File: src/hdl/crpq_pkg.sv
`timescale 1ns / 1ps

package crpq_pkg;

   localparam int ADDR_IN_W = 32;
   localparam int GEN_W     = 32;
   localparam int CLIP_W    = 8;
   localparam int VADDR_W   = 32;
   localparam int PAGE_OUT_W = 12;
   localparam int STATUS_W  = 3;

   // payload: alloc_gen, content_gen, clipmap_index, virtual_address, residency_gen
   localparam int PAYLOAD_W = GEN_W + GEN_W + CLIP_W + VADDR_W + GEN_W;
   localparam int REQ_DATA_W = 168;
   localparam int RSP_DATA_W = 152;

   localparam logic [STATUS_W-1:0] STATUS_NEW    = 3'd0;
   localparam logic [STATUS_W-1:0] STATUS_MERGED = 3'd1;
   localparam logic [STATUS_W-1:0] STATUS_STALE  = 3'd2;
   localparam logic [STATUS_W-1:0] STATUS_TAKEN  = 3'd3;
   localparam logic [STATUS_W-1:0] STATUS_EMPTY  = 3'd4;

   localparam logic REQ_RECORD = 1'b0;
   localparam logic REQ_TAKE   = 1'b1;

   localparam logic [1:0] KIND_STALE  = 2'd0;
   localparam logic [1:0] KIND_EMPTY  = 2'd1;
   localparam logic [1:0] KIND_RECORD = 2'd2;
   localparam logic [1:0] KIND_TAKEN  = 2'd3;

   typedef struct packed {
      logic       clear_wr;
      logic       capture;
      logic       mark_rd;
      logic       order_rd;
      logic       rec_upd;
      logic       take_pop;
      logic       rsp_load;
      logic [1:0] rsp_kind;
   } crpq_cmd_type;

   typedef struct packed {
      logic is_take;
      logic is_stale;
      logic empty;
      logic clear_last;
   } crpq_sts_type;

endpackage

File: src/hdl/crpq_ctrl.sv
`timescale 1ns / 1ps

module crpq_ctrl import crpq_pkg::*; (
   input  logic         clock,
   input  logic         reset,
   input  logic         req_tvalid,
   output logic         req_tready,
   output logic         rsp_tvalid,
   input  logic         rsp_tready,
   input  crpq_sts_type sts,
   output crpq_cmd_type cmd
);

   localparam logic [2:0] ST_CLEAR    = 3'd0;
   localparam logic [2:0] ST_IDLE     = 3'd1;
   localparam logic [2:0] ST_DECODE   = 3'd2;
   localparam logic [2:0] ST_REC_UPD  = 3'd3;
   localparam logic [2:0] ST_TAKE_IDX = 3'd4;
   localparam logic [2:0] ST_TAKE_OUT = 3'd5;
   localparam logic [2:0] ST_RESP     = 3'd6;

   logic [2:0] state_ff;
   logic [2:0] state_in;

   always_ff @(posedge clock) begin
      if (reset) begin
         state_ff <= ST_CLEAR;
      end else begin
         state_ff <= state_in;
      end
   end

   assign req_tready = (state_ff == ST_IDLE);
   assign rsp_tvalid = (state_ff == ST_RESP);

   always_comb begin
      state_in = state_ff;
      cmd      = '0;
      case (state_ff)
         ST_CLEAR: begin
            cmd.clear_wr = 1'b1;
            if (sts.clear_last) begin
               state_in = ST_IDLE;
            end
         end
         ST_IDLE: begin
            if (req_tvalid) begin
               cmd.capture = 1'b1;
               state_in    = ST_DECODE;
            end
         end
         ST_DECODE: begin
            if (sts.is_take) begin
               if (sts.empty) begin
                  cmd.rsp_load = 1'b1;
                  cmd.rsp_kind = KIND_EMPTY;
                  state_in     = ST_RESP;
               end else begin
                  cmd.order_rd = 1'b1;
                  state_in     = ST_TAKE_IDX;
               end
            end else if (sts.is_stale) begin
               cmd.rsp_load = 1'b1;
               cmd.rsp_kind = KIND_STALE;
               state_in     = ST_RESP;
            end else begin
               cmd.mark_rd = 1'b1;
               state_in    = ST_REC_UPD;
            end
         end
         ST_REC_UPD: begin
            cmd.rec_upd  = 1'b1;
            cmd.rsp_load = 1'b1;
            cmd.rsp_kind = KIND_RECORD;
            state_in     = ST_RESP;
         end
         ST_TAKE_IDX: begin
            cmd.take_pop = 1'b1;
            state_in     = ST_TAKE_OUT;
         end
         ST_TAKE_OUT: begin
            cmd.rsp_load = 1'b1;
            cmd.rsp_kind = KIND_TAKEN;
            state_in     = ST_RESP;
         end
         ST_RESP: begin
            if (rsp_tready) begin
               state_in = ST_IDLE;
            end
         end
         default: begin
            state_in = ST_CLEAR;
         end
      endcase
   end

endmodule

File: config.mk
export PLATFORM = sky130hd
export DESIGN_NAME = crpq_ctrl
export DESIGN_NICKNAME = d
export VERILOG_FILES = /design/src/hdl/crpq_pkg.sv /design/src/hdl/crpq_ctrl.sv
export SDC_FILE = /design/constraint.sdc
export NUM_CORES = 1
export LEC_CHECK = 0
export BUFFER_PORTS_ARGS = -buffer_cell sky130_fd_sc_hd__buf_2
export CORE_AREA = 4 4 41 43
export DETAILED_ROUTE_END_ITERATION = 8
export DIE_AREA = 0 0 45 47
export PLACE_DENSITY = 0.54
export SYNTH_ARGS = -nofsm -noshare
export SYNTH_HDL_FRONTEND = slang
export SYNTH_SLANG_ARGS = --single-unit
File: constraint.sdc
create_clock -name clock -period 2 [get_ports clock]
set_clock_uncertainty 0.2 [all_clocks]
set_input_delay 0.2 -clock clock [delete_from_list [all_inputs] [get_ports clock]]
set_output_delay 0.2 -clock clock [all_outputs]
set_load 0.05 [all_outputs]
==> impl_metrics.tcl, run 1 <==
set metrics [dict create \
    clock_power_share 0.307 \
    grt_max_degree 15 \
    ctsRootBufferMaster "clkbuf_4" \
    ios 19 \
    slowest_delay_ns 0.59 \
    io_buffers 18 \
    critical_path.slowest_cell "dfxtp_1" \
    cp.arrival_ns 1.45 \
    cts-buffers-inserted 3 \
    seq_area_sq_um 61.3 \
    synth_area_leaders "dfxtp_1 20%, a21oi_1 8.2%, nand2b_1 8.2%" \
    synth_top_area_cell "dfxtp_1" \
    largest_reg_flops 3 \
    comb_power_share 0.440 \
    drt_first_pass_iters 2 \
    critPathRequiredTime_ns 1.60 \
    coreArea_sq_um 1300 \
    antenna_found_initial 0 \
    syn_to_final_growth_pct 46.9 \
    fin_cells 76 \
    cts_tree "built" \
    crit_fanout 14 \
    period_share 0.924 \
    final_cell_mix "18 x buf_2, 5 x nor2_1, 5 x a21oi_1, 4 x nand2b_1, 3 x clkbuf_4" \
    pwr-share-seq 0.252 \
    antenna_cells 0 \
    grt_use_total 0.0868 \
    peakVddDrop_uv 374 \
    die_area_sq_um 2120 \
    slew_headroom 0.698 \
    synthFlopType "dfxtp_1" \
    ys_seq_elements 3 \
    drive_above_1_share 0.459 \
    post-cts-setup-buffers 0 \
    clkTransAtPathRegs_ns 0.04 \
    synth_edf_count 0 \
    initial_utilization 0.234 \
    yosys.cell_types.count 22 \
    finalWirelength_um 821 \
    power_leakage_nw 0.216 \
    crit_chain "a21boi_2 -> o21bai_1 -> buf_2" \
    gr-total-overflow 0 \
    cts.sinks 3 \
    dr.first_iter.drc_count 6 \
    drc 0 \
    worst_setup_path_start_kind "flop" \
    power.density_nw_per_um2 776 \
    fp-row-count 13 \
    synth_warnings 0 \
    postRouteAntennaNets 0 \
    synth_fp_nets 48 \
    viasPerCell 4.54 \
    end_kind "output port" \
    synth_top_area_frac 0.198 \
    via_count 345 \
    final_common_cell "buf_2" \
    place_inst 71 \
    finalHoldViolCount 0 \
    fp.dieH_um 47 \
    nNetsFinal 70 \
    ys_seq_area_frac 0.198 \
    setup-violations-final 0 \
    fmaxAchievable_mhz 541 \
    p_sw_mw 0.156 \
    clockBufferDepth 2 \
    outcome "finished clean" \
    synthCells 40 \
    clk_latency_ns 0.23 \
    avgSynthCellArea_sq_um 7.60 \
    first_global_vias 312 \
    reg.largest.list "state_ff (3)" \
    routabilityCongestion 0.733 \
    largest_register "state_ff" \
    grt_setup_unrepaired "false" \
    worst_pin_slew_ns 0.453 \
    whs_ns 0.0569 \
    hold_path_class "input pin to flop" \
    multiInputGateArea_sq_um 233 \
    p_int_mw 0.191 \
    async_reset_ff_frac 0 \
    n_fill_cell 151 \
    crit_type "flop to output port" \
    routedWlPerCell_um 10.8 \
    tns_ns 0 \
    period_needed_ns 1.85 \
    fp.dieW_um 45 \
    grt_pass1_wl_um 1320 \
    switching_share 0.449 \
    htree_levels 1 \
    syn_area_sq_um 304 \
    hpwl_um 627 \
    slew_viol_final 0 \
    drv_cap 0 \
]
==> final timing paths <==
check	start	endpoint	slack [ns]	cells after the start
min reg2reg	state_ff[1]	state_ff[1]	0.43	2
min	rsp_tready	state_ff[1]	0.06	3
max reg2reg	state_ff[2]	state_ff[0]	0.61	3
max	state_ff[0]	cmd[2]	0.15	3
==> layer usage <==
metal  track usage  wire, um  vias up  share of wire
met2         0.138       349       16           0.43
met1         0.102       382      141           0.47
met4             0         0        0              0
li1              -         -      188              -
met3        0.0613        90        0           0.11
met5             0         0        -              0
==> critical path, delay by kind of cell, from the launching register on <==
kind / cells / cell delay [ns]
buf+inv: 1 / 0.27
compound gates: 2 / 0.35
flops: 1 / 0.59
==> cell families (layout without fill, tap and decap cells) <==
logic type,Yosys count,after routing,synth area share
compound gates,12,12,0.272
buf+inv,3,24,0.0864
flops,3,3,0.198
mux,1,1,0.0329
simple gates,21,21,0.412
==> stage by stage <==
| stage | cell area [sq um] | total power [mW] | worst slack [ns] | utilization |
|---|---|---|---|---|
| floorplan | 319 | 0.210 | 0.0208 | - |
| global placement | 409 | 0.240 | 0.390 | 0.314 |
| detailed placement | 409 | 0.240 | 0.384 | 0.314 |
| CTS | 445 | 0.353 | 0.111 | 0.342 |
| global route | 447 | 0.372 | 0.0615 | 0.343 |
| finish | 447 | 0.347 | 0.152 | 0.343 |
==> what timing repair did <==
action | CTS | global route
setup endpoints to repair | 0 | 1
endpoints found under the hold margin | 1 | 0
gates resized for setup | 0 | 1
hold buffers | 1 | 0
==> power by group through the flow <==
stage	sequential (mW)	clock, mW	combinational, mW
after floorplan	0.0752	0	0.135
after global placement	0.0877	0	0.153
after detailed placement	0.0879	0	0.152
after CTS	0.0875	0.112	0.154
after global routing	0.0903	0.117	0.165
final	0.0875	0.107	0.153
==> cell usage after synthesis (2+ instances only) <==
cell	n
a21oi_1	5
nor2_1	5
nand2b_1	4
dfxtp_1	3
and2_1	2
and3_1	2
buf_4	2
nor3_1	2
o31ai_1	2
==> area by class of cell <==
| class | instances | share of cell area |
|---|---|---|
| Multi-Input combinational cell | 34 | 0.521 |
| Timing Repair Buffer | 20 | 0.241 |
| Tap cell | 15 | 0.0420 |
| Clock buffer | 4 | 0.0588 |
| Sequential cell | 3 | 0.137 |
Power figures use the tool's default switching activity.
==> inputs of run 2 (changes only) <==
CORE_AREA = 2 2 39 41   (was 4 4 41 43)
DIE_AREA = 0 0 41 43   (was 0 0 45 47)
REMOVE_ABC_BUFFERS = 1   (was default)
SETUP_SLACK_MARGIN = 0.4   (was default)
==> run 2 against run 1 <==
Register-to-register slack gained 0.05 ns. Total power grew 11%. Utilization up 4.6 points. Combinational power increased by 23%. Fmax increased by 13%. Wire length is 3.4% higher. Sequential power increased by 1%. Final cell count grew 3.9%. Die area is 17% lower. Global-route usage up 2.1 points. Critical path type unchanged. Highest routed layer unchanged.
==> impl_metrics.tcl, run 2 (same netlist as run 1, synthesis figures left out) <==
set metrics [dict create \
    io_buffers 18 \
    cts-buffers-inserted 3 \
    power.density_nw_per_um2 712 \
    gr-total-overflow 0 \
    critical_path.slowest_cell "dfxtp_4" \
    htree_levels 1 \
    fp.dieW_um 41 \
    slew_viol_final 0 \
    dr.first_iter.drc_count 3 \
    whs_ns 0.0395 \
    hp-start "rsp_tready" \
    drc 0 \
    drv_cap 0 \
    cts.sinks 3 \
    worst_setup_path_start_kind "flop" \
    slowest_delay_ns 0.40 \
    cts_tree "built" \
    grt_pass1_wl_um 1260 \
    routedWlPerCell_um 10.7 \
    antenna_found_initial 0 \
    syn_to_final_growth_pct 77.4 \
    period_needed_ns 1.63 \
    grt_setup_unrepaired "true" \
    hold_depth 3 \
    grt_use_total 0.108 \
    largest_reg_flops 3 \
    end_kind "output port" \
    antenna_cells 0 \
    viasPerCell 4.49 \
    power_leakage_nw 0.245 \
    crit_chain "nand2b_4 -> nor2_1 -> a32o_2 -> buf_6" \
    ios 19 \
    utilization 0.390 \
    grt_max_degree 10 \
    via_count 355 \
    final_cell_mix "9 x buf_2, 6 x clkbuf_4, 5 x nor2_1, 5 x a21oi_1, 5 x buf_4" \
    hpwl_um 556 \
    cp.arrival_ns 1.23 \
    peakVddDrop_uv 226 \
    initial_utilization 0.220 \
    fmaxAchievable_mhz 613 \
    timing.critical_path.from "state_ff[2]" \
    final_common_cell "buf_2" \
    worst_pin_slew_ns 0.293 \
    clockBufferDepth 2 \
    critPathRequiredTime_ns 1.60 \
    routabilityCongestion 0.697 \
    drt_first_pass_iters 2 \
    crit_fanout 8 \
    setup-violations-final 0 \
    period_share 0.816 \
    clk_latency_ns 0.23 \
    dpl_cell_area_sq_um 395 \
    clkTransAtPathRegs_ns 0.03 \
    finalHoldViolCount 0 \
    postRouteAntennaNets 0 \
    fp-row-count 14 \
    first_global_vias 339 \
    die_area_sq_um 1760 \
    largest_register "state_ff" \
    reg.largest.list "state_ff (3)" \
    finalWirelength_um 849 \
    reg2reg_from "state_ff[2]" \
    hold_path_class "input pin to flop" \
    ctsRootBufferMaster "clkbuf_4" \
    total_power_mw 0.384 \
    drive_above_1_share 0.587 \
    fin_area_sq_um 539 \
    crit_type "flop to output port" \
    fp.dieH_um 43 \
    reg2reg_depth 3 \
    outcome "finished clean" \
    coreArea_sq_um 1380 \
    nNetsFinal 72 \
    slew_headroom 0.802 \
]
-- run 2: cell types whose count changed in the layout (fill, tap and decap cells not counted), sizes merged --
cell / before / now
buf: 19 / 18
clkbuf: 4 / 7
-- run 2: cell type report --
type / count / area (sq um)
fillers: 142 / 845
well taps: 16 / 20.0
repair buffers: 22 / 160
clock buffers: 4 / 26.3
flip-flops and latches: 3 / 71.3
multi-input cells: 34 / 262
-- run 2: where the power goes --
group / leakage [nW] / total, mW / switching, mW / internal [mW]
clock: 0.0150 / 0.107 / 0.0322 / 0.0748
combinational: 0.203 / 0.188 / 0.112 / 0.0760
sequential: 0.0267 / 0.0888 / 0.0202 / 0.0686
total: 0.245 / 0.384 / 0.165 / 0.219
-- run 2: worst paths after layout --
check                                   end  slack (ns)
worst max-delay path                 cmd[0]        0.37
worst min-delay path            state_ff[1]        0.04
worst min register to register  state_ff[1]        0.42
worst max register to register  state_ff[0]        0.66
-- run 2: worst max-delay path, delay by kind of cell (launching register included) --
| kind | cells | cell delay [ns] |
|---|---|---|
| buffers and inverters | 1 | 0.15 |
| flip-flops | 1 | 0.40 |
| AND/OR/NAND/NOR | 2 | 0.19 |
| AO/OA/AOI/OAI | 1 | 0.26 |
-- run 2: routing by layer --
layer | part of all wire | GRT usage | wire [um] | vias up
met5 | 0 | 0 | 0 | -
met4 | 0 | 0.0800 | 0 | 0
met3 | 0.073 | 0.0471 | 62 | 0
met2 | 0.45 | 0.150 | 378 | 17
met1 | 0.48 | 0.124 | 408 | 145
li1 | - | - | - | 193
-- run 2: timing repair --
item | in CTS | in global routing
hold buffers | 1 | 0
hold endpoints to repair | 1 | 0
pin swaps | 2 | 1
gates resized for setup | 20 | 10
buffers inserted | 2 | 0
setup endpoints to repair | 11 | 9
-- run 2: per-stage QoR --
step	cells	setup WS, ns	setup TNS (ns)
2_1_floorplan	37	-0.450	-0.889
3_3_place_gp	72	0.361	0
3_5_place_dp	72	0.351	0
4_1_cts	79	0.351	0
5_1_grt	79	0.324	0
6_report	79	0.368	0
==> inputs of run 3 (changes only) <==
clock period = 1.6 ns   (was 2 ns; I/O delays follow)
==> run 3 against run 2 <==
Utilization up 11 points. Non-clock buffer count rose by 8. Worst setup slack got worse by 0.35 ns. Largest power group unchanged.
==> impl_metrics.tcl, run 3 (same netlist as run 1, synthesis figures left out) <==
set metrics [dict create \
    outcome "finished clean" \
    final_cell_mix "9 x buf_4, 8 x buf_6, 7 x buf_2, 5 x a21oi_1, 4 x buf_8" \
    grt_use_total 0.119 \
    antenna_cells 0 \
    end_kind "output port" \
    crit_fanout 6 \
    drv_cap 0 \
    finalWirelength_um 927 \
    first_global_vias 362 \
    drt_first_pass_iters 4 \
    clockBufferDepth 2 \
    postRouteAntennaNets 0 \
    cts.sinks 3 \
    whs_ns 0.0507 \
    ctsRootBufferMaster "clkbuf_4" \
    cp.arrival_ns 1.22 \
    coreArea_sq_um 1380 \
    place_ws_ns 0.0754 \
    clk_latency_ns 0.23 \
    fp.dieH_um 43 \
    period_needed_ns 1.58 \
    reg2reg_from "state_ff[2]" \
    grt_max_degree 9 \
    clkTransAtPathRegs_ns 0.04 \
    dr_wl_met2_um 453 \
    htree_levels 1 \
    ios 19 \
    reg.largest.list "state_ff (3)" \
    cts-buffers-inserted 3 \
    worst_setup_path_start_kind "flop" \
    via_count 413 \
    final_common_cell "buf_4" \
    hold_path_class "input pin to flop" \
    finalHoldViolCount 0 \
    syn_to_final_growth_pct 126 \
    setup-violations-final 0 \
    route.met3.wl_um 51 \
    die_area_sq_um 1760 \
    nNetsFinal 80 \
    grt_setup_unrepaired "true" \
    dr.first_iter.drc_count 3 \
    routabilityCongestion 0.694 \
    fp.dieW_um 41 \
    utilization 0.496 \
    rrSetupSlack_ns 0.24 \
    power_leakage_nw 0.302 \
    reg2reg_to "state_ff[0]" \
    crit_type "flop to output port" \
    routedWlPerCell_um 10.7 \
    fin_ws_ns 0.0218 \
    slew_viol_final 0 \
    hpwl_um 590 \
    drc 0 \
    fmaxAchievable_mhz 634 \
    antenna_found_initial 0 \
    hold_depth 3 \
    slew_headroom 0.754 \
    viasPerCell 4.75 \
    worst_pin_slew_ns 0.363 \
    cts_tree "built" \
    peakVddDrop_uv 337 \
    io_buffers 18 \
    drive_above_1_share 0.676 \
    timing.critical_path.from "state_ff[1]" \
    m1WireLength_um 402 \
    largest_register "state_ff" \
    largest_reg_flops 3 \
    initial_utilization 0.220 \
    power.density_nw_per_um2 821 \
    highest_layer "met4" \
    period_share 0.986 \
    gr-total-overflow 0 \
    fp-row-count 14 \
    endpoint "cmd[2]" \
    grt_pass1_wl_um 1430 \
    reg2reg_depth 3 \
    critPathRequiredTime_ns 1.24 \
]
run 3: critical path, cell delays in order, from the launching register on:
cell      delay, ns
dfxtp_4        0.36
nand2b_4       0.15
a21boi_2       0.15
o21bai_1       0.12
buf_4          0.21
run 3: where the power goes:
| group | switching [mW] | internal (mW) | total [mW] |
|---|---|---|---|
| combinational | 0.170 | 0.157 | 0.327 |
| clock | 0.0372 | 0.0933 | 0.131 |
| sequential | 0.0205 | 0.0856 | 0.106 |
run 3: metrics by stage:
| step | area [sq um] | cells | setup TNS [ns] | total power [mW] |
|---|---|---|---|---|
| 2_1_floorplan | 278 | 37 | -2.43 | 0.244 |
| 3_3_place_gp | 418 | 75 | 0 | 0.309 |
| 3_5_place_dp | 418 | 75 | 0 | 0.309 |
| 4_1_cts | 648 | 86 | 0 | 0.552 |
| 5_1_grt | 687 | 87 | -0.0408 | 0.593 |
| 6_report | 687 | 87 | 0 | 0.564 |
run 3: repair_timing:
action	4_1_cts	5_1_grt
setup endpoints to repair	14	14
pin swaps	5	3
cloned	0	0
gates resized for setup	43	9
setup buffers	5	1
endpoints found under the hold margin	2	0
hold buffers	2	0
run 3: cell type report:
cell class	instances	area [sq um]
Tap cell	16	20.0
Multi-Input combinational cell	34	297
Sequential cell	3	71.3
Clock buffer	4	26.3
Fill cell	141	697
Timing Repair Buffer	30	273
run 3: how the worst min path moves through the flow:
stage	startpoint	to	slack (ns)
after floorplan	reset	state_ff[2]	0.03
after global placement	reset	state_ff[2]	0.18
after detailed placement	reset	state_ff[2]	0.18
after CTS	req_tvalid	state_ff[1]	0.03
after global routing	req_tvalid	state_ff[1]	0.06
final	req_tvalid	state_ff[1]	0.05
run 3: routing by layer:
layer / up-vias / global-route usage
li1: 210 / -
met1: 186 / 0.154
met2: 15 / 0.163
met3: 2 / 0.0209
met4: 0 / 0.100
met5: - / 0
